===== config.mk =====
export PLATFORM = sky130hd
export DESIGN_NAME = input_set_change_detector
export DESIGN_NICKNAME = d
export VERILOG_FILES = /design/src/hdl/iscd_pkg.sv /design/src/hdl/input_set_change_detector.sv /design/src/hdl/iscd_front.sv /design/src/hdl/iscd_queue.sv /design/src/hdl/iscd_back.sv
export SDC_FILE = /design/constraint.sdc
export NUM_CORES = 1
export LEC_CHECK = 0
export BUFFER_PORTS_ARGS = -buffer_cell sky130_fd_sc_hd__buf_2
export CORE_ASPECT_RATIO = 1.25
export CORE_MARGIN = 4
export CORE_UTILIZATION = 45
export DETAILED_ROUTE_END_ITERATION = 8
export MAX_ROUTING_LAYER = met4
export PLACE_DENSITY_LB_ADDON = 0.08
export SYNTH_ARGS = -nofsm -noshare
export SYNTH_HDL_FRONTEND = slang
export SYNTH_SLANG_ARGS = --single-unit

===== constraint.sdc =====
create_clock -name clk -period 4.6 [get_ports clk]
set_input_delay 0.92 -clock clk [delete_from_list [all_inputs] [get_ports clk]]
set_output_delay 0.92 -clock clk [all_outputs]
set_load 0.01 [all_outputs]

===== src/hdl/iscd_pkg.sv =====
// Package for the input set change detector.
// Holds the operation codes, the queued command type and the back-end state type.
// No dependencies.
package iscd_pkg;

  // Widths of the id, operation and slot fields on the ports.
  localparam int IN_ID_W     = 16;
  localparam int OUT_ID_W    = 16;
  localparam int OP_W        = 3;
  localparam int SLOT_W      = 3;

  // At most this many results come out of one list operation.
  localparam int MAX_RESULTS = 8;
  localparam int CNT_W       = $clog2(MAX_RESULTS + 1);

  // Depth of the command queue between the front and the back end.
  localparam int QUEUE_DEPTH = 2;
  localparam int QPTR_W      = $clog2(QUEUE_DEPTH);

  // Operation codes as they arrive on the input channel.
  localparam logic [OP_W-1:0] OP_WRITE       = 3'd0;
  localparam logic [OP_W-1:0] OP_FILL_CUR    = 3'd1;
  localparam logic [OP_W-1:0] OP_FILL_OLD    = 3'd2;
  localparam logic [OP_W-1:0] OP_SWAP        = 3'd3;
  localparam logic [OP_W-1:0] OP_QUERY       = 3'd4;
  localparam logic [OP_W-1:0] OP_LIST_ACT    = 3'd5;
  localparam logic [OP_W-1:0] OP_LIST_INACT  = 3'd6;

  // Classified command handed from the front end to the back end.
  typedef enum logic [2:0] {
    CMD_WRITE,
    CMD_FILL_CUR,
    CMD_FILL_OLD,
    CMD_SWAP,
    CMD_QUERY,
    CMD_LIST_ACT,
    CMD_LIST_INACT
  } cmd_t;

  typedef struct packed {
    cmd_t                cmd;
    logic [SLOT_W-1:0]   slot;
    logic [IN_ID_W-1:0]  id;
  } item_t;

  // Back-end sequencer states.
  typedef enum logic [1:0] {
    ST_IDLE,
    ST_WALK,
    ST_FLUSH
  } bst_t;

endpackage


===== src/hdl/input_set_change_detector.sv =====
// Input set change detector: two banks of active input ids diffed per report.
// An accepted beat is queued and taken from the queue head by the back end while it is idle;
// a query result is registered in the output register, and a list's results come out through
// the pending register, since each found id waits for the next. Writes, fills, swaps and
// queries are run in the idle state; a list walks the slots, then flushes. A two-entry queue
// lets the input side run ahead. Synchronous active-low reset clears both banks, bank zero current.
module input_set_change_detector import iscd_pkg::*; #(
  parameter int SLOTS    = 8,
  parameter int ID_WIDTH = 16
) (
  input  logic                        clk,
  input  logic                        rst_n,
  input  logic                        in_valid,
  output logic                        in_stall,
  input  logic [OP_W-1:0]             in_op,
  input  logic [SLOT_W-1:0]           in_slot,
  input  logic signed [IN_ID_W-1:0]   in_id,
  output logic                        out_valid,
  input  logic                        out_stall,
  output logic signed [OUT_ID_W-1:0]  out_id_out,
  output logic                        out_went_active,
  output logic                        out_is_query,
  output logic                        out_now_active,
  output logic                        out_now_inactive,
  output logic                        out_last
);

  logic  q_push;
  logic  q_pop;
  logic  q_full;
  logic  q_empty;
  item_t push_item;
  item_t head_item;

  // Classify incoming beats.
  iscd_front #(
    .SLOTS (SLOTS)
  ) u_front (
    .in_valid (in_valid),
    .in_stall (in_stall),
    .in_op    (in_op),
    .in_slot  (in_slot),
    .in_id    (in_id),
    .q_full   (q_full),
    .q_push   (q_push),
    .q_item   (push_item)
  );

  // Command queue.
  iscd_queue u_queue (
    .clk       (clk),
    .rst_n     (rst_n),
    .push      (q_push),
    .push_item (push_item),
    .pop       (q_pop),
    .head_item (head_item),
    .full      (q_full),
    .empty     (q_empty)
  );

  // Banks, sequencer and result register.
  iscd_back #(
    .SLOTS    (SLOTS),
    .ID_WIDTH (ID_WIDTH)
  ) u_back (
    .clk              (clk),
    .rst_n            (rst_n),
    .q_item           (head_item),
    .q_empty          (q_empty),
    .q_pop            (q_pop),
    .out_valid        (out_valid),
    .out_stall        (out_stall),
    .out_id_out       (out_id_out),
    .out_went_active  (out_went_active),
    .out_is_query     (out_is_query),
    .out_now_active   (out_now_active),
    .out_now_inactive (out_now_inactive),
    .out_last         (out_last)
  );

endmodule


===== src/hdl/iscd_front.sv =====
// Front end of the input set change detector.
// Accepts input beats, classifies the operation and drops beats that do nothing.
// Depends on iscd_pkg.
module iscd_front import iscd_pkg::*; #(
  parameter int SLOTS = 8
) (
  input  logic                       in_valid,
  output logic                       in_stall,
  input  logic [OP_W-1:0]            in_op,
  input  logic [SLOT_W-1:0]          in_slot,
  input  logic signed [IN_ID_W-1:0]  in_id,
  input  logic                       q_full,
  output logic                       q_push,
  output item_t                      q_item
);

  logic keep;
  logic slot_ok;

  // A write beyond the last slot is ignored.
  assign slot_ok = 32'(in_slot) < 32'(SLOTS);

  // Classify the beat into a queued command.
  always_comb begin
    keep        = 1'b1;
    q_item.slot = in_slot;
    q_item.id   = in_id;
    q_item.cmd  = CMD_SWAP;
    case (in_op)
      OP_WRITE: begin
        q_item.cmd = CMD_WRITE;
        keep       = slot_ok;
      end
      OP_FILL_CUR:   q_item.cmd = CMD_FILL_CUR;
      OP_FILL_OLD:   q_item.cmd = CMD_FILL_OLD;
      OP_SWAP:       q_item.cmd = CMD_SWAP;
      OP_QUERY:      q_item.cmd = CMD_QUERY;
      OP_LIST_ACT:   q_item.cmd = CMD_LIST_ACT;
      OP_LIST_INACT: q_item.cmd = CMD_LIST_INACT;
      default:       keep = 1'b0;
    endcase
  end

  // Stall only while the queue has no room.
  assign in_stall = q_full;
  assign q_push   = in_valid && !q_full && keep;

endmodule


===== src/hdl/iscd_queue.sv =====
// Short command queue between the front and the back end.
// Holds QUEUE_DEPTH classified commands in arrival order.
// Depends on iscd_pkg.
module iscd_queue import iscd_pkg::*; (
  input  logic  clk,
  input  logic  rst_n,
  input  logic  push,
  input  item_t push_item,
  input  logic  pop,
  output item_t head_item,
  output logic  full,
  output logic  empty
);

  item_t             entry_r [QUEUE_DEPTH];
  logic [QPTR_W-1:0] wr_ptr_r;
  logic [QPTR_W-1:0] rd_ptr_r;
  logic [QPTR_W:0]   count_r;

  assign full      = count_r == (QPTR_W + 1)'(QUEUE_DEPTH);
  assign empty     = count_r == '0;
  assign head_item = entry_r[rd_ptr_r];

  // Pointers and fill count.
  always_ff @(posedge clk) begin
    if (!rst_n) begin
      wr_ptr_r <= '0;
      rd_ptr_r <= '0;
      count_r  <= '0;
    end else begin
      if (push) begin
        wr_ptr_r <= wr_ptr_r + 1'b1;
      end
      if (pop) begin
        rd_ptr_r <= rd_ptr_r + 1'b1;
      end
      if (push && !pop) begin
        count_r <= count_r + 1'b1;
      end else if (pop && !push) begin
        count_r <= count_r - 1'b1;
      end
    end
  end

  // Entry storage.
  always_ff @(posedge clk) begin
    if (push) begin
      entry_r[wr_ptr_r] <= push_item;
    end
  end

endmodule


===== src/hdl/iscd_back.sv =====
// Back end of the input set change detector.
// Holds both id banks, runs queued commands and drives the registered result beat.
// Depends on iscd_pkg.
module iscd_back import iscd_pkg::*; #(
  parameter int SLOTS    = 8,
  parameter int ID_WIDTH = 16
) (
  input  logic                        clk,
  input  logic                        rst_n,
  input  item_t                       q_item,
  input  logic                        q_empty,
  output logic                        q_pop,
  output logic                        out_valid,
  input  logic                        out_stall,
  output logic signed [OUT_ID_W-1:0]  out_id_out,
  output logic                        out_went_active,
  output logic                        out_is_query,
  output logic                        out_now_active,
  output logic                        out_now_inactive,
  output logic                        out_last
);

  localparam int IDX_W = (SLOTS > 1) ? $clog2(SLOTS) : 1;

  // Banks and bank selection.
  logic [ID_WIDTH-1:0] bank0_r [SLOTS];
  logic [ID_WIDTH-1:0] bank1_r [SLOTS];
  logic                sel_r;
  logic [ID_WIDTH-1:0] cur_bank [SLOTS];
  logic [ID_WIDTH-1:0] old_bank [SLOTS];

  // Sequencer state.
  bst_t                state_r, state_nxt;
  logic [IDX_W-1:0]    idx_r, idx_nxt;
  logic [CNT_W-1:0]    n_r, n_nxt;
  logic                walk_act_r, walk_act_nxt;
  logic                pend_valid_r, pend_valid_nxt;
  logic [ID_WIDTH-1:0] pend_id_r, pend_id_nxt;

  // Output register.
  logic                out_valid_r;
  logic [OUT_ID_W-1:0] id_out_r, id_out_nxt;
  logic                went_active_r, went_active_nxt;
  logic                is_query_r, is_query_nxt;
  logic                now_active_r, now_active_nxt;
  logic                now_inactive_r, now_inactive_nxt;
  logic                last_r, last_nxt;
  logic                load_out;
  logic                out_free;

  // Bank update strobes.
  logic wr_en, fill_cur_en, fill_old_en, swap_en;
  logic b0_fill, b1_fill, b0_wr, b1_wr;

  // Id conversions.
  logic [31:0]         qid_ext;
  logic [ID_WIDTH-1:0] qid;
  logic [31:0]         qid_zext;
  logic [31:0]         pend_zext;

  // Compare results.
  logic [ID_WIDTH-1:0] walk_id;
  logic                in_cur, in_old, other_has;
  logic                hit, walk_done;

  assign out_free = !out_valid_r || !out_stall;

  // Select current and last bank by the bank select bit.
  always_comb begin
    for (int j = 0; j < SLOTS; j++) begin
      cur_bank[j] = sel_r ? bank1_r[j] : bank0_r[j];
      old_bank[j] = sel_r ? bank0_r[j] : bank1_r[j];
    end
  end

  // Ids are sign-extended and kept in ID_WIDTH bits; results show 16 bits of that.
  assign qid_ext   = 32'(signed'(q_item.id));
  assign qid       = qid_ext[ID_WIDTH-1:0];
  assign qid_zext  = 32'(qid);
  assign pend_zext = 32'(pend_id_r);

  // Query compares against every slot of both banks in parallel.
  always_comb begin
    in_cur = 1'b0;
    in_old = 1'b0;
    for (int j = 0; j < SLOTS; j++) begin
      in_cur = in_cur | (cur_bank[j] == qid);
      in_old = in_old | (old_bank[j] == qid);
    end
  end

  // The walk checks one slot a cycle against the other bank, held on a stalled hit.
  assign walk_id   = walk_act_r ? cur_bank[idx_r] : old_bank[idx_r];
  always_comb begin
    other_has = 1'b0;
    for (int j = 0; j < SLOTS; j++) begin
      other_has = other_has | ((walk_act_r ? old_bank[j] : cur_bank[j]) == walk_id);
    end
  end
  assign hit       = !other_has;
  assign walk_done = idx_r == IDX_W'(SLOTS - 1);

  // Sequencer next state and result selection.
  always_comb begin
    state_nxt        = state_r;
    idx_nxt          = idx_r;
    n_nxt            = n_r;
    walk_act_nxt     = walk_act_r;
    pend_valid_nxt   = pend_valid_r;
    pend_id_nxt      = pend_id_r;
    q_pop            = 1'b0;
    load_out         = 1'b0;
    wr_en            = 1'b0;
    fill_cur_en      = 1'b0;
    fill_old_en      = 1'b0;
    swap_en          = 1'b0;
    id_out_nxt       = pend_zext[OUT_ID_W-1:0];
    went_active_nxt  = walk_act_r;
    is_query_nxt     = 1'b0;
    now_active_nxt   = 1'b0;
    now_inactive_nxt = 1'b0;
    last_nxt         = 1'b0;
    case (state_r)
      ST_IDLE: begin
        if (!q_empty) begin
          case (q_item.cmd)
            CMD_WRITE: begin
              wr_en = 1'b1;
              q_pop = 1'b1;
            end
            CMD_FILL_CUR: begin
              fill_cur_en = 1'b1;
              q_pop       = 1'b1;
            end
            CMD_FILL_OLD: begin
              fill_old_en = 1'b1;
              q_pop       = 1'b1;
            end
            CMD_SWAP: begin
              swap_en = 1'b1;
              q_pop   = 1'b1;
            end
            CMD_QUERY: begin
              if (out_free) begin
                q_pop            = 1'b1;
                load_out         = 1'b1;
                id_out_nxt       = qid_zext[OUT_ID_W-1:0];
                went_active_nxt  = 1'b0;
                is_query_nxt     = 1'b1;
                now_active_nxt   = in_cur && !in_old;
                now_inactive_nxt = !in_cur && in_old;
                last_nxt         = 1'b1;
              end
            end
            CMD_LIST_ACT, CMD_LIST_INACT: begin
              q_pop          = 1'b1;
              walk_act_nxt   = q_item.cmd == CMD_LIST_ACT;
              idx_nxt        = '0;
              n_nxt          = '0;
              pend_valid_nxt = 1'b0;
              state_nxt      = ST_WALK;
            end
            default: q_pop = 1'b1;
          endcase
        end
      end
      ST_WALK: begin
        // A found id waits in the pending register until the next one shows
        // whether it is the final result.
        if (hit) begin
          if (!pend_valid_r || out_free) begin
            load_out       = pend_valid_r;
            pend_valid_nxt = 1'b1;
            pend_id_nxt    = walk_id;
            n_nxt          = n_r + 1'b1;
            if (walk_done || n_r == CNT_W'(MAX_RESULTS - 1)) begin
              state_nxt = ST_FLUSH;
            end else begin
              idx_nxt = idx_r + 1'b1;
            end
          end
        end else if (walk_done) begin
          state_nxt = ST_FLUSH;
        end else begin
          idx_nxt = idx_r + 1'b1;
        end
      end
      ST_FLUSH: begin
        // The pending id, if any, is the final result of the list.
        if (!pend_valid_r) begin
          state_nxt = ST_IDLE;
        end else if (out_free) begin
          load_out       = 1'b1;
          last_nxt       = 1'b1;
          pend_valid_nxt = 1'b0;
          state_nxt      = ST_IDLE;
        end
      end
      default: state_nxt = ST_IDLE;
    endcase
  end

  // Map current/last bank strobes onto the physical banks.
  assign b0_fill = (fill_cur_en && !sel_r) || (fill_old_en && sel_r);
  assign b1_fill = (fill_cur_en && sel_r) || (fill_old_en && !sel_r);
  assign b0_wr   = wr_en && !sel_r;
  assign b1_wr   = wr_en && sel_r;

  // Bank storage and bank select.
  always_ff @(posedge clk) begin
    if (!rst_n) begin
      sel_r <= 1'b0;
      for (int j = 0; j < SLOTS; j++) begin
        bank0_r[j] <= '0;
        bank1_r[j] <= '0;
      end
    end else begin
      if (swap_en) begin
        sel_r <= ~sel_r;
      end
      for (int j = 0; j < SLOTS; j++) begin
        if (b0_fill || (b0_wr && 32'(q_item.slot) == j)) begin
          bank0_r[j] <= qid;
        end
        if (b1_fill || (b1_wr && 32'(q_item.slot) == j)) begin
          bank1_r[j] <= qid;
        end
      end
    end
  end

  // Sequencer control registers.
  always_ff @(posedge clk) begin
    if (!rst_n) begin
      state_r      <= ST_IDLE;
      idx_r        <= '0;
      n_r          <= '0;
      walk_act_r   <= 1'b0;
      pend_valid_r <= 1'b0;
      out_valid_r  <= 1'b0;
    end else begin
      state_r      <= state_nxt;
      idx_r        <= idx_nxt;
      n_r          <= n_nxt;
      walk_act_r   <= walk_act_nxt;
      pend_valid_r <= pend_valid_nxt;
      if (load_out) begin
        out_valid_r <= 1'b1;
      end else if (!out_stall) begin
        out_valid_r <= 1'b0;
      end
    end
  end

  // Payload registers.
  always_ff @(posedge clk) begin
    pend_id_r <= pend_id_nxt;
    if (load_out) begin
      id_out_r       <= id_out_nxt;
      went_active_r  <= went_active_nxt;
      is_query_r     <= is_query_nxt;
      now_active_r   <= now_active_nxt;
      now_inactive_r <= now_inactive_nxt;
      last_r         <= last_nxt;
    end
  end

  assign out_valid        = out_valid_r;
  assign out_id_out       = signed'(id_out_r);
  assign out_went_active  = went_active_r;
  assign out_is_query     = is_query_r;
  assign out_now_active   = now_active_r;
  assign out_now_inactive = now_inactive_r;
  assign out_last         = last_r;

endmodule

Yosys cells after proc, flatten, opt, wreduce, memory -nomap -nowiden --
Memories as Yosys holds them, arrays and structs flattened. A register that Yosys moved wholly into a read port is not among the register bits. Cells that the tools add are included. W data, S select, Z words.
Word-level totals: input bits 26, memory bits (read-only) 0, memory bits (writable) 300, output and inout bits 23, memories kept 3, latch bits 0, bits in registers 54, word-level logic and storage cells 370
Memories:
- u_back.bank0_r | depth 8, width 16, read ports 8, clocked after Yosys merged registers in 0, write ports 8, line iscd_back.sv:26 | logic [ID_WIDTH-1:0] bank0_r [SLOTS];
- u_back.bank1_r | depth 8, width 16, read ports 8, clocked after Yosys merged registers in 0, write ports 8, line iscd_back.sv:27 | logic [ID_WIDTH-1:0] bank1_r [SLOTS];
- u_queue.entry_r | depth 2, width 22, read ports 1, clocked after Yosys merged registers in 1, write ports 1, line iscd_queue.sv:15 | item_t entry_r [QUEUE_DEPTH];
Operators by class: equal/unequal tests 59, bitwise operators 44, $lt $le $gt $ge 1, reductions and logical operators 75, shift-type cells 0, $add $sub $neg 6, mux-type cells 165, multipliers 0, divide/modulo/power cells 0
Operators by type and width (count):
- $mux W16 | 49
- $eq A16 B16 Y1 | 24
- $bmux W16 S3 | 2
- $mux W1 | 87
- $or A1 B1 Y1 | 37
- $eq A3 B3 Y1 const B | 11
- $logic_and A1 B1 Y1 | 28
- $logic_or A1 B1 Y1 | 21
- $mux W2 | 10
- $eq A3 B2 Y1 const B | 6
- $mux W3 | 6
- $pmux W3 S6 | 1
- $mux W4 | 4
- $reduce_and A6 Y1 | 2
- $reduce_and A5 Y1 | 2
- $eq A3 B1 Y1 const B | 3
- $logic_not A1 Y1 | 9
- $logic_not A3 Y1 | 3
- $ne A3 B3 Y1 const B | 3
- $pmux W4 S2 | 1
- $reduce_or A7 Y1 | 1
- $ne A2 B2 Y1 const B | 3
- $ne A3 B1 Y1 const B | 2
- $not A1 Y1 | 6
- other kinds (22) | 29

Logic depth before layout (Yosys ltp) --
Gate-level depths: netlist (run 1). An unclocked memory read counts as a cell.
word-level depth 17, mapped depth 18, mapped depth without buffers 12

Hierarchy --
From an unflattened synthesis (run 1), not the netlist that was laid out.
Unflattened totals: cells, all modules 2333, area, all modules 25229.2 µm²
By module, submodules not included:
- iscd_back | seq. area each 9058.7 µm², area an instance 23247.3 µm², cells each 2218, times used 1
- iscd_queue | seq. area each 1421.4 µm², area an instance 1798.0 µm², cells each 90, times used 1
- iscd_front | seq. area each 0.0 µm², area an instance 183.9 µm², cells each 25, times used 1

Least setup slack after synthesis (run 1) --
OpenSTA, ideal clock, no wires.
path kind register to register, start register u_back.sel_r, end register u_back.id_out_r[0] (netlist: u_back.out_id_out[0]), enable pin, period minus slack after synthesis 4.213 ns, setup slack 0.387 ns, data required time 4.194 ns, setup time 0.406 ns, arrival 3.807 ns, path buffers 6, stages on the path, launching flop included 19, path through dfxtp_1 buf_2 buf_6 buf_4 buf_4 buf_4 mux2i_1 o22ai_1 nor3_1 nor3_1 buf_4 xor2_1 nand2_1 nor4_1 a22oi_1 nand4_2 nor2_1 nand3_1 a21oi_1
Between the ends: word-level cells in the longest chain between the ends 15, elaborated cells between the ends (all ways) 48, those cells by class 8 x eq/ne; 33 x mux; 7 x bitwise
RTL lines:
- from (decl) | line iscd_back.sv:28 | logic sel_r;
- from (signal assigned) | line iscd_back.sv:219 | sel_r <= ~sel_r;
- $mux W16 (on tied branches) | line iscd_back.sv:72, iscd_back.sv:71
- $bmux W16 S3 | line iscd_back.sv:93 | assign walk_id = walk_act_r ? cur_bank[idx_r] : old_bank[idx_r];
- $mux W16 (implied by the code) (2 in series) | line iscd_back.sv:93
- $mux W16 (*) | line iscd_back.sv:93
- via u_back.walk_id[8] | line iscd_back.sv:62 | logic [ID_WIDTH-1:0] walk_id;
- $eq A16 B16 Y1 | line iscd_back.sv:97 | other_has = other_has | ((walk_act_r ? old_bank[j] : cur_bank[j]) == walk_id);
- $or A1 B1 Y1 (6 in series) | line iscd_back.sv:97
- $or A1 B1 Y1 (*) | line iscd_back.sv:97
- $mux W1 (*) | line iscd_back.sv:170 | if (hit) begin
- $pmux W1 S3 (*) | line iscd_back.sv:123 | case (state_r)
- via u_back.load_out | line iscd_back.sv:48 | logic load_out;
- to (signal assigned) | line iscd_back.sv:259 | id_out_r <= id_out_nxt;
- to (decl) | line iscd_back.sv:42 | logic [OUT_ID_W-1:0] id_out_r, id_out_nxt;
The timed path passes the listed nets; every way through them passes the cells marked *. The select of a mux whose other input is x is not followed. A chain may end at the register's enable or synchronous reset.

Final worst setup path (run 1) --
start register u_back.sel_r, end register u_back.state_r[0]
Between the ends: word-level cells in the longest chain between the ends 15, elaborated cells between the ends (all ways) 52, those cells by class 11 x eq/ne; 33 x mux; 7 x bitwise; 1 x reduce/logical
RTL lines:
- $mux W16 (on tied branches) | line iscd_back.sv:72, iscd_back.sv:71
- $bmux W16 S3 | line iscd_back.sv:93
- $mux W16 (implied by the code) (2 in series) | line iscd_back.sv:93
- $mux W16 | line iscd_back.sv:93
- $eq A16 B16 Y1 | line iscd_back.sv:97
- $or A1 B1 Y1 (6 in series) | line iscd_back.sv:97
- $or A1 B1 Y1 (*) | line iscd_back.sv:97
- $ne A3 B3 Y1 (no source line), or another cell as far along
- $reduce_and A6 Y1 (no source line) or $pmux W2 S3 (tied branches)
- to (signal assigned) | line iscd_back.sv:242 | state_r <= state_nxt;
- to (decl) | line iscd_back.sv:33 | bst_t state_r, state_nxt;
Mark *: on every way between the ends. The rest lies on a longest branch, timed or not. The select of a mux whose other input is x is not followed.

==> summary.md, run 1 <==
| Metric | Value |
|---|---|
| Status | complete, no violations |
| Post-synth top area cell | edfxtp_1 |
| Met3 usage in global routing | 3.668% |
| 1st-pass router iterations | 8 |
| Fmax | 220.6 MHz |
| First-pass GRT wire length | 136.0 mm |
| CTS tree | yes |
| Slew @ Worst Pin | 1.152 ns |
| Largest net degree at the start of global routing | 63 |
| Synthesis-stage register bit count | 355 |
| Layout Utilization | 51.52% |
| Hold_sp | u_back.n_r[3] |
| # IOs | 49 |
| GP Congestion | 1.091 |
| Core Rows | 95 |
| Nets | 2325 |
| Ys flop type | edfxtp_1 |
| PwrDens | 532.5 nW/um^2 |
| Vias post-DR | 19050 |
| Asr flop ratio synth | 0% |
| CTS Buf Count | 41 |
| Initial antenna violation count | 0 |
| Setup Slack @ Placement | 0.08155 ns |
| HP Class | reg2reg |
| Vias in the first global route | 18730 |
| Endpoints failing setup | 0 |
| Reg2Reg Depth | 13 |
| Leak Pwr | 9.776 nW |
| DP Cell Count | 2974 |
| Post-Route Setup TNS | 0 ns |
| Met2 usage | 51.05% |
| Core Region | 54080 sq um |
| Detailed-route DRC error count | 0 |
| Met1 Use GR | 41.26% |
| Hold Path Sink | u_back.n_r[3] |
| Largest buffer count on any clock path | 3 |
| WP data required | 5.11 ns |
| Area growth from synthesis to layout | 12.93% |
| Skew-Pair Late Insertion Delay | 0.58 ns |
| DP Area | 26580 sq um |
| Worst-path clk slew | 0.07 ns |
| Crit Path Class | reg2reg |
| Final worst slack | 0.06604 ns |
| WHS Path Cells | 2 |
| Reg2reg start | u_back.sel_r |
| Die height | 269.8 um |
| Final Critical Period | 4.534 ns |
| RSZ-0062 raised after global routing | no |
| GRT Residual Overflow | 0 |
| WP data arrival | 5.04 ns |
| Initial Util | 45.62% |
| Commonest non-fill, non-tap cells in the layout | mux2i_1 (458), edfxtp_1 (337), nor2_1 (252) |
| Yosys top cell area share | 41.01% |
| Mapped Nets | 2256 |
| VDD IR max | 0.0003466 V |
| Area contributors post-synth | edfxtp_1 (41%), mux2i_1 (19%), xor2_1 (6.8%) |
| Diode count | 0 |
| R2R Path End | u_back.state_r[0] |
| Dpl hpwl | 74.12 mm |
| Synth unique cells | 59 |
| Ys Warns | 0 |
| Post-route cell area | 27870 sq um |
| Crit start category | flop |
| All-Layer GR Usage | 33.04% |
| Number of clock sinks | 355 |
| CP Capture Type | flop |
| Finished Layout Cells | 3047 |
| Syn Std Cell Area | 24670 sq um |
| DRT Wirelength | 96.77 mm |
| WL/cell | 31.76 um |
| Initial DRC Count | 2209 |
| Syn avg cell area | 11.10 sq um |
| Die Footprint | 58670 sq um |
| Max Cap Violations | 0 |
| Post-synth EDFFs | 337 |
| Relative slew slack | 22.86% |
| Gr busiest metal | met2 |
| Worst R2R Setup Slack | 0.07 ns |
| Routed Antenna Nets | 0 |
| DIE WIDTH | 217.4 um |
| Post-Synthesis Cells | 2222 |
| Fin crit share | 98.56% |
| PortBufs | 48 |
| Vias per cell | 6.253 |
| Final Hold Viols | 0 |
| Register area share after synthesis | 42.47% |
| Share of cells above drive strength 1 | 15.52% |
| Root Driver | clkbuf_16 |
| H-tree depth reported by CTS | 2 |
| Clock Skew | 0.02572 ns |
| Commonest non-fill, non-tap cell in the layout | mux2i_1 |
| Max FO, Critical Path | 32 |
| Fin. max-slew vios | 0 |
==> through the flow <==
stage,hold WS (ns),total power [mW]
finish,0.4881,14.84
global route,0.5029,15.31
CTS,0.4875,14.73
detailed placement,0.4775,11.59
global placement,0.4564,11.58
floorplan,0.4463,8.853
==> flip-flops by register name, summed over array words and instances, names as in the netlist, 2 cells and up, named ones only <==
name	cells
u_back.bank0_r	128
u_back.bank1_r	128
u_back.idx_r	3
u_back.n_r	4
u_back.out_id_out	16
u_back.pend_id_r	16
u_back.state_r	2
u_queue.count_r	2
u_queue.entry_r	44
==> area by class of cell <==
cell class / count / area [sq um]
timing repair buffer: 184 / 1506
fill: 4849 / 26220
clock buffer: 50 / 1060
sequential: 355 / 10490
inverter: 35 / 131.4
tap: 727 / 909.6
multi-input combinational: 1674 / 13590
clock inverter: 22 / 181.4
==> synth_stat cells, types with 2 or more instances <==
| cell type | n |
|---|---|
| o21a_1 | 4 |
| and2_1 | 7 |
| and3_1 | 12 |
| nand3b_1 | 9 |
| ha_1 | 8 |
| xor2_1 | 191 |
| edfxtp_1 | 337 |
| o21ai_0 | 44 |
| a21o_1 | 2 |
| a21oi_1 | 17 |
| nand3_1 | 20 |
| buf_2 | 45 |
| mux4_2 | 46 |
| nand2b_1 | 26 |
| nor2b_1 | 8 |
| buf_8 | 3 |
| a22oi_1 | 6 |
| o31ai_1 | 2 |
| a21boi_0 | 2 |
| o2111ai_1 | 6 |
| nor2_1 | 254 |
| buf_1 | 6 |
| buf_4 | 18 |
| buf_6 | 8 |
| o22ai_1 | 74 |
| o22a_1 | 4 |
| a31oi_1 | 9 |
| or3b_2 | 4 |
| nor4_1 | 53 |
| clkbuf_1 | 77 |
| dfxtp_1 | 18 |
| or2_2 | 3 |
| mux2i_1 | 475 |
| or3_1 | 16 |
| inv_1 | 35 |
| nand4_1 | 50 |
| nand3_2 | 2 |
| and4_1 | 2 |
| nor3_1 | 36 |
| mux2_2 | 12 |
| nand2_1 | 65 |
| xnor2_1 | 189 |
==> report_power, final <==
group	leakage (nW)	internal (mW)	switching, mW
Combinational	5.62	2.59	4.39
Sequential	3.55	4.15	0.572
Clock	0.614	1.76	1.37
Total	9.78	8.51	6.33
==> what timing repair did <==
item                                    in CTS  in global routing
endpoints found under the setup margin       0                 46
buffers inserted                             0                  1
hold buffers                                 0                  0
resized for setup                            0                  4
==> worst max-delay path, stage by stage, from the launching register on <==
cell and delay (ns):
dfxtp_4 0.56, buf_12 0.27, buf_12 0.27, mux2i_1 0.15, o21ai_0 0.47, o31a_1 0.49
a21oi_1 0.11, or4_1 0.60, nor4_1 0.36, a22oi_1 0.17, nand4_2 0.26, mux2_1 0.35
o2111ai_1 0.16, mux2i_1 0.21
==> routing by layer <==
metal	vias up	share of wire, %
met5	-	0
met3	298	6.2
met4	0	8.5
met1	9513	39
met2	949	46
li1	8293	-
==> how the worst max path moves through the flow <==
| stage | start | to | slack, ns | cells past startpoint |
|---|---|---|---|---|
| final | u_back.sel_r | u_back.state_r[0] | 0.07 | 13 |
| after global routing | u_back.sel_r | u_back.state_r[0] | 0.001 | 13 |
| after CTS | u_back.idx_r[0] | u_back.state_r[0] | 0.05 | 12 |
| after detailed placement | u_back.idx_r[0] | u_back.state_r[0] | 0.08 | 12 |
| after global placement | u_back.idx_r[0] | u_back.pend_id_r[7] | 0.16 | 13 |
| after floorplan | u_back.sel_r | u_back.out_id_out[0] | 0.39 | 18 |
==> cells by family (layout without fill, tap and decap cells) <==
group	count (synthesis)	in the layout	synth area share [%]
and+or+nand+nor	572	572	11.17
muxes	534	534	24.06
xor gates and xnor gates	380	380	13.49
DFF	355	355	42.47
buffers and inverters	193	291	3.884
AOI/OAI and AO/OA	180	180	4.523
adders and majority gates	8	8	0.4057
Power figures use the tool's default switching activity.
==> run 2: changes to the inputs <==
SYNTH_HIERARCHICAL = 1   (was default)
==> run 2 against run 1 <==
Net effect:
- count of clock-buffer cells in the layout unchanged
- flip-flop and latch count stayed put
- routed wire length grew 11%
- clock skew fell by 0.0063 ns
- final area rose by 3.1%
- clock power grew 6.7%
- sequential power is 0.8% lower
- combinational power up 11%
- sequential share of layout area down 1.1 points
- synthesized cell count rose by 5.0%
- worst setup slack got worse by 0.0027 ns
- critical path type unchanged
- critical endpoint is now u_back/state_r[1]
- largest cell class unchanged
- maximum frequency hardly changed
==> summary.md, run 2 <==
| Metric | Value |
|---|---|
| # IOs | 49 (unchanged) |
| Crit-path most repeated cell | buf_4 |
| DIE WIDTH | 219.8 um (+1.1%) |
| Commonest non-fill, non-tap cells in the layout | mux2i_1 (445), edfxtp_1 (337), xnor2_1 (312) |
| H-tree depth reported by CTS | 2 (unchanged) |
| Die height | 272.7 um (+1.1%) |
| Critical Path Slowest Stage Cell | nor4_1 |
| Register area share after synthesis | 41.54% (-0.93 points) |
| Synth unique cells | 82 (+39%) |
| Endpoints failing setup | 0 (unchanged) |
| Vias post-DR | 20170 (+5.8%) |
| Vias per cell | 6.285 (+0.50%) |
| Number of clock sinks | 355 (unchanged) |
| Clock Skew | 0.01938 ns (-0.006337 ns) |
| HP Class | reg2reg |
| Yosys top cell area share | 40.11% (-0.90 points) |
| Crit-path cells | buf_12 -> buf_4 -> mux2i_1 -> o22ai_1 -> or3_1 -> nand3_2 -> xor2_1 -> nor4_1 -> nand4_1 -> o2111ai_4 -> buf_4 -> nor2_1 -> a311oi_2 -> o221a_1 |
| Fmax | 220.4 MHz (about the same) |
| Post-Route Setup TNS | 0 ns (unchanged) |
| Vias in the first global route | 19710 (+5.2%) |
| WP data required | 5.13 ns (+0.02 ns) |
| Post-synth top area cell | edfxtp_1 |
| Fin. max-slew vios | 0 (unchanged) |
| Core Region | 55250 sq um (+2.2%) |
| Nets | 2479 (+6.6%) |
| Crit-path max cell delay | 0.69 ns (+0.09 ns) |
| Hold buffers post-CTS | 0 (unchanged) |
| Initial antenna violation count | 1 (+1) |
| CP Capture Type | flop |
| Most common cell in the synthesized netlist | mux2i_1 |
| WP data arrival | 5.07 ns (+0.03 ns) |
| Routed Antenna Nets | 0 (unchanged) |
| Post-synth EDFFs | 337 (unchanged) |
| GRT Residual Overflow | 0 (unchanged) |
| Skew-Pair Late Insertion Delay | 0.59 ns (about the same) |
| DRT Wirelength | 107.7 mm (+11%) |
| Max Cap Violations | 0 (unchanged) |
| Leak Pwr | 10.13 nW (+3.6%) |
| Largest net degree at the start of global routing | 42 (-33%) |
| Largest buffer count on any clock path | 3 (unchanged) |
| Slew @ Worst Pin | 1.188 ns (+0.03656 ns) |
| Crit start category | flop |
| Synthesis-stage register bit count | 355 (unchanged) |
| GP Congestion | 1.049 (-3.9%) |
| Worst-path clk slew | 0.07 ns (about the same) |
| Status | complete, no violations |
| Post-Synthesis Cells | 2333 (+5.0%) |
| Area contributors post-synth | edfxtp_1 (40%), mux2i_1 (18%), xnor2_1 (11%) |
| Dpl hpwl | 83.27 mm (+12%) |
| Crit Path Class | reg2reg |
| Fill cells | 5079 (+4.7%) |
| Synth cell count leaders | mux2i_1 (445), edfxtp_1 (337), xnor2_1 (313), nor2_1 (274), nand2_1 (147) |
| Root Driver | clkbuf_16 |
| PwrDens | 549.3 nW/um^2 (+3.2%) |
| Asr flop ratio synth | 0% (unchanged) |
| Share of cells above drive strength 1 | 17.95% (+2.4 points) |
| Top flop regs | u_back/bank0_r: 128 flops, u_back/bank1_r: 128 flops, u_queue/entry_r: 44 flops |
| Relative slew slack | 20.62% (-2.2 points) |
| VDD IR max | 0.0003668 V (+5.8%) |
| Final Hold Viols | 0 (unchanged) |
| Initial Util | 45.66% (about the same) |
| Detailed-route DRC error count | 0 (unchanged) |
| Fin crit share | 98.62% (about the same) |
| CTS Buf Count | 41 (unchanged) |
| All-Layer GR Usage | 36.37% (+3.3 points) |
| Max FO, Critical Path | 34 (+6.3%) |
| CTS tree | yes |
| Core Rows | 96 (+1.1%) |
| Ys flop type | edfxtp_1 |
| Mapped Nets | 2367 (+4.9%) |
| Initial DRC Count | 2115 (-4.3%) |
| Final Critical Period | 4.537 ns (+0.002671 ns) |
| DP Cell Count | 3133 (+5.3%) |
| Die Footprint | 59940 sq um (+2.2%) |
| First-pass GRT wire length | 149.6 mm (+10%) |
| 1st-pass router iterations | 5 (-3) |
| Finished Layout Cells | 3209 (+5.3%) |
| WL/cell | 33.57 um (+5.7%) |
| Ys Warns | 6 (+6) |
| Syn avg cell area | 10.81 sq um (-2.6%) |
| Commonest non-fill, non-tap cell in the layout | mux2i_1 |
| PortBufs | 48 (unchanged) |
| Syn Std Cell Area | 25230 sq um (+2.2%) |
| Area growth from synthesis to layout | 13.87% |
| RSZ-0062 raised after global routing | no |
-- run 2: changes by cell type after synthesis, sizes merged, moves of 20 or more --
cell / change
mux2i: -30
xnor2: +125
nand2: +82
o22ai: -25
buf: +37
xor2: -139
o21ai: -29
nor2: +20
nor4: +46
-- run 2: report_power, final --
group | leakage [nW] | internal, mW | switching [mW]
logic | 5.94 | 2.95 | 4.81
clock network | 0.651 | 1.93 | 1.41
registers | 3.55 | 4.16 | 0.530
total | 10.1 | 9.03 | 6.75
-- run 2: path summary, 6_finish.rpt --
kind / start / endpoint / slack [ns] / cells past startpoint
setup reg to reg: u_back/sel_r / u_back/state_r[1] / 0.06 / 14
hold reg to reg: u_back/n_r[3] / u_back/n_r[3] / 0.50 / 2
setup / recovery: u_back/sel_r / u_back/state_r[1] / 0.06 / 14
hold / removal: u_back/n_r[3] / u_back/n_r[3] / 0.50 / 2
-- run 2: area by class of cell --
| type | count | area, sq um | area share (%) |
|---|---|---|---|
| repair buffers | 265 | 2115 | 7.360 |
| multi-input cells | 1750 | 13730 | 47.80 |
| diodes | 1 | 2.502 | 0.008710 |
| inverters | 32 | 120.1 | 0.4181 |
| clock inverters | 21 | 259.0 | 0.9015 |
| flip-flops and latches | 355 | 10490 | 36.51 |
| clock buffers | 50 | 1091 | 3.798 |
| well taps | 735 | 919.6 | 3.201 |
-- run 2: worst max-delay path, delay by kind of cell, from the launching register on --
kind	cells	cell delay, ns
XOR/XNOR	1	0.12
flip-flops	1	0.50
AO/OA/AOI/OAI	4	0.92
multiplexers	1	0.37
buffers and inverters	3	0.75
AND/OR/NAND/NOR	5	1.76
-- run 2: kinds of logic after synthesis --
| kind of cell | synth area share [%] |
|---|---|
| and+or+nand+nor | 13.63 |
| muxes | 22.45 |
| xor gates and xnor gates | 12.74 |
| DFF | 41.54 |
| buffers and inverters | 4.746 |
| adders and majority gates | 0.3968 |
| AOI/OAI and AO/OA | 4.503 |
-- run 2: stage by stage --
step	hold WS [ns]	power (mW)	util [%]	instance area [sq um]	setup slack, ns
4_1_cts	0.4968	15.62	51.81	28630	0.02980
3_3_place_gp	0.4754	12.24	49.31	27250	-0.5545
3_5_place_dp	0.4930	12.23	49.34	27260	-0.1616
6_report	0.5027	15.78	52.00	28730	0.06337
5_1_grt	0.5044	16.28	52.00	28730	0.006626
2_1_floorplan	0.4593	9.177	-	25230	0.4255
-- run 2: per-layer routing --
| layer | vias up | GRT usage, % | routed length (um) |
|---|---|---|---|
| met2 | 1010 | 56.35 | 49530 |
| met5 | - | - | 0 |
| met1 | 10100 | 45.53 | 42530 |
| met3 | 308 | 4.971 | 7160 |
| met4 | 0 | 21.33 | 8493 |
| li1 | 8751 | - | - |
-- run 2: timing repair --
action,4_1_cts,5_1_grt
setup buffers,1,3
pin swaps,1,1
endpoints found under the hold margin,0,0
setup endpoints to repair,28,25
resized for setup,1,10
cloned,0,0
==> run 3: changes to the inputs <==
clock period = 3.8 ns   (was 4.6 ns; I/O delays follow)
==> run 3 against run 2 <==
Net effect:
- the flow now finishes with violations (setup timing)
- total power is 34% higher
- flip-flop and latch count stayed put
- largest power group unchanged
- worst setup slack worse by 0.35 ns
- register-to-register slack worse by 0.35 ns
==> summary.md, run 3 (synthesis gave the netlist of run 2 again) <==
| Metric | Value |
|---|---|
| Root Driver | clkbuf_16 |
| Failing checks | setup timing |
| Worst-path clk slew | 0.06 ns (about the same) |
| Nets | 2848 (+15%) |
| CP startpoint | u_back/idx_r[0] |
| Commonest non-fill, non-tap cell in the layout | buf_4 |
| Vias per cell | 6.108 (-2.8%) |
| 1st-pass router iterations | 5 (unchanged) |
| Hold buffers post-CTS | 0 (unchanged) |
| DP Cell Count | 3451 (+10%) |
| Largest buffer count on any clock path | 3 (unchanged) |
| Final Hold Viols | 0 (unchanged) |
| PortBufs | 48 (unchanged) |
| Crit Path Class | reg2reg |
| # IOs | 49 (unchanged) |
| Crit start category | flop |
| CTS Buf Count | 40 (-2.4%) |
| Fin. max-slew vios | 0 (unchanged) |
| Dpl hpwl | 87.51 mm (+5.1%) |
| Vias in the first global route | 21400 (+8.6%) |
| Metal-1 WL | 44.69 mm (+5.1%) |
| CTS tree | yes |
| WP data required | 4.22 ns (-0.91 ns) |
| Setup crit end | u_back/idx_r[0] |
| Relative slew slack | 29.97% (+9.3 points) |
| Final Power | 21.17 mW (+34%) |
| Die height | 272.7 um (unchanged) |
| HP Class | in2reg |
| Reg2reg start | u_back/idx_r[0] |
| DRT Wirelength | 114.4 mm (+6.2%) |
| Vias post-DR | 21870 (+8.5%) |
| H-tree depth reported by CTS | 2 (unchanged) |
| Skew-Pair Late Insertion Delay | 0.61 ns (+0.02 ns) |
| Initial antenna violation count | 1 (unchanged) |
| Status | finished, violations left |
| Max FO, Critical Path | 10 (-71%) |
| All-Layer GR Usage | 38.26% (+1.9 points) |
| Worst R2R Setup Slack | -0.28 ns (-0.35 ns) |
| Max layer used | met4 |
| Endpoints failing setup | 48 (+48) |
| Reg2Reg Depth | 16 (+2) |
| PwrDens | 649.8 nW/um^2 (+18%) |
| First-pass GRT wire length | 157.6 mm (+5.3%) |
| GRT Residual Overflow | 0 (unchanged) |
| Share of cells above drive strength 1 | 32.15% (+14 points) |
| GP Congestion | 1.053 (+0.34%) |
| Fin crit share | 107.5% (+8.8 points) |
| DIE WIDTH | 219.8 um (unchanged) |
| Die Footprint | 59940 sq um (unchanged) |
| Max Cap Violations | 0 (unchanged) |
| Leak Pwr | 12.23 nW (+21%) |
| Diode count | 0 (-1) |
| Detailed-route DRC error count | 0 (unchanged) |
| Routed met2 length | 52.39 mm (+5.8%) |
| WHS | 0.3539 ns (-0.1488 ns) |
| Final worst slack | -0.2839 ns (-0.3473 ns) |
| Slew @ Worst Pin | 1.046 ns (-0.1418 ns) |
| CP Capture Type | flop |
| Clock Skew | 0.02698 ns (+0.007597 ns) |
| VDD IR max | 0.0005393 V (+47%) |
| WP data arrival | 4.50 ns (-0.57 ns) |
| WL/cell | 31.94 um (-4.9%) |
| Finished Layout Cells | 3581 (+12%) |
| Number of clock sinks | 355 (unchanged) |
| Core Rows | 96 (unchanged) |
| R2R Path End | u_back/idx_r[0] |
| Core Region | 55250 sq um (unchanged) |
| RSZ-0062 raised after global routing | yes |
| Initial Util | 45.66% (unchanged) |
| Final Critical Period | 4.084 ns (-0.4527 ns) |
| Top flop regs | u_back/bank0_r: 128 flops, u_back/bank1_r: 128 flops, u_queue/entry_r: 44 flops |
| Routed Antenna Nets | 0 (unchanged) |
| Commonest non-fill, non-tap cells in the layout | buf_4 (522), mux2i_1 (416), edfxtp_1 (337) |
| Fill cells | 4804 (-5.4%) |
| Area growth from synthesis to layout | 29.15% |
| Largest net degree at the start of global routing | 38 (-9.5%) |
| Initial DRC Count | 2683 (+27%) |
| Met3 wire len | 8.655 mm (+21%) |
| Fmax | 244.9 MHz (+11%) |
## run 3: changes by cell type in the layout (fill, tap and decap cells not counted), sizes merged
cell	before	now
clkinv	11	7
diode	1	0
nor2	274	275
bufinv	4	5
buf	265	633
nor4b	2	3
clkbuf	50	56
## run 3: how the worst min path moves through the flow
stage	slack, ns	endpoint	start	depth (start not counted)
2_1_floorplan	0.46	u_back/n_r[3]	u_back/n_r[3]	2
3_3_place_gp	0.47	u_queue/count_r[1]	u_queue/count_r[1]	2
3_5_place_dp	0.50	u_back/n_r[3]	u_back/n_r[3]	2
4_1_cts	0.34	u_queue/entry_r[0][15]	in_id[15]	1
5_1_grt	0.35	u_queue/entry_r[0][5]	in_id[5]	1
6_report	0.35	u_queue/entry_r[0][15]	in_id[15]	1
## run 3: area by class of cell
type                       instances  area [sq um]  area share, %
timing repair buffer             633          5185          15.91
clock buffer                      56          1132          3.475
tap                              735         919.6          2.822
multi-input combinational       1752         14460          44.38
sequential                       355         10490          32.20
clock inverter                    18         271.5         0.8333
inverter                          32         120.1         0.3686
## run 3: metrics by stage
step	worst slack [ns]	setup TNS, ns	util [%]	area (sq um)
6_report	-0.2839	-8.446	58.97	32580
5_1_grt	-0.3016	-10.99	58.97	32580
4_1_cts	-0.2659	-6.886	57.69	31870
3_5_place_dp	-0.9569	-36.13	53.77	29710
3_3_place_gp	-0.9958	-37.40	53.77	29710
2_1_floorplan	0.01700	0	-	25250
## run 3: per-layer routing
layer	global-route usage (%)	vias to the layer above
met3	5.516	303
met5	-	-
met4	21.56	0
met2	59.31	1194
li1	-	9482
met1	48.09	10900
## run 3: worst max-delay path, cell delays in order (launching register included)
cell       delay [ns]
dfxtp_4          0.45
buf_4            0.22
nand2_1          0.11
buf_4            0.22
buf_4            0.15
nor2_1           0.32
or4_4            0.22
nand3_2          0.11
buf_4            0.19
xor2_1           0.16
nor4_2           0.46
nand3_1          0.17
o2111ai_2        0.28
buf_12           0.17
buf_8            0.11
o31ai_4          0.09
o211ai_1         0.46
## run 3: power breakdown
part / internal [mW] / switching (mW)
registers: 5.03 / 0.532
clock network: 2.46 / 1.73
logic: 4.82 / 6.61
total: 12.3 / 8.87
## run 3: what timing repair did
action                     in CTS  in global routing
buffers inserted               28                 32
pin swaps                      30                 33
resized for setup              95                 94
setup endpoints to repair      50                 49
cloned                          2                  0
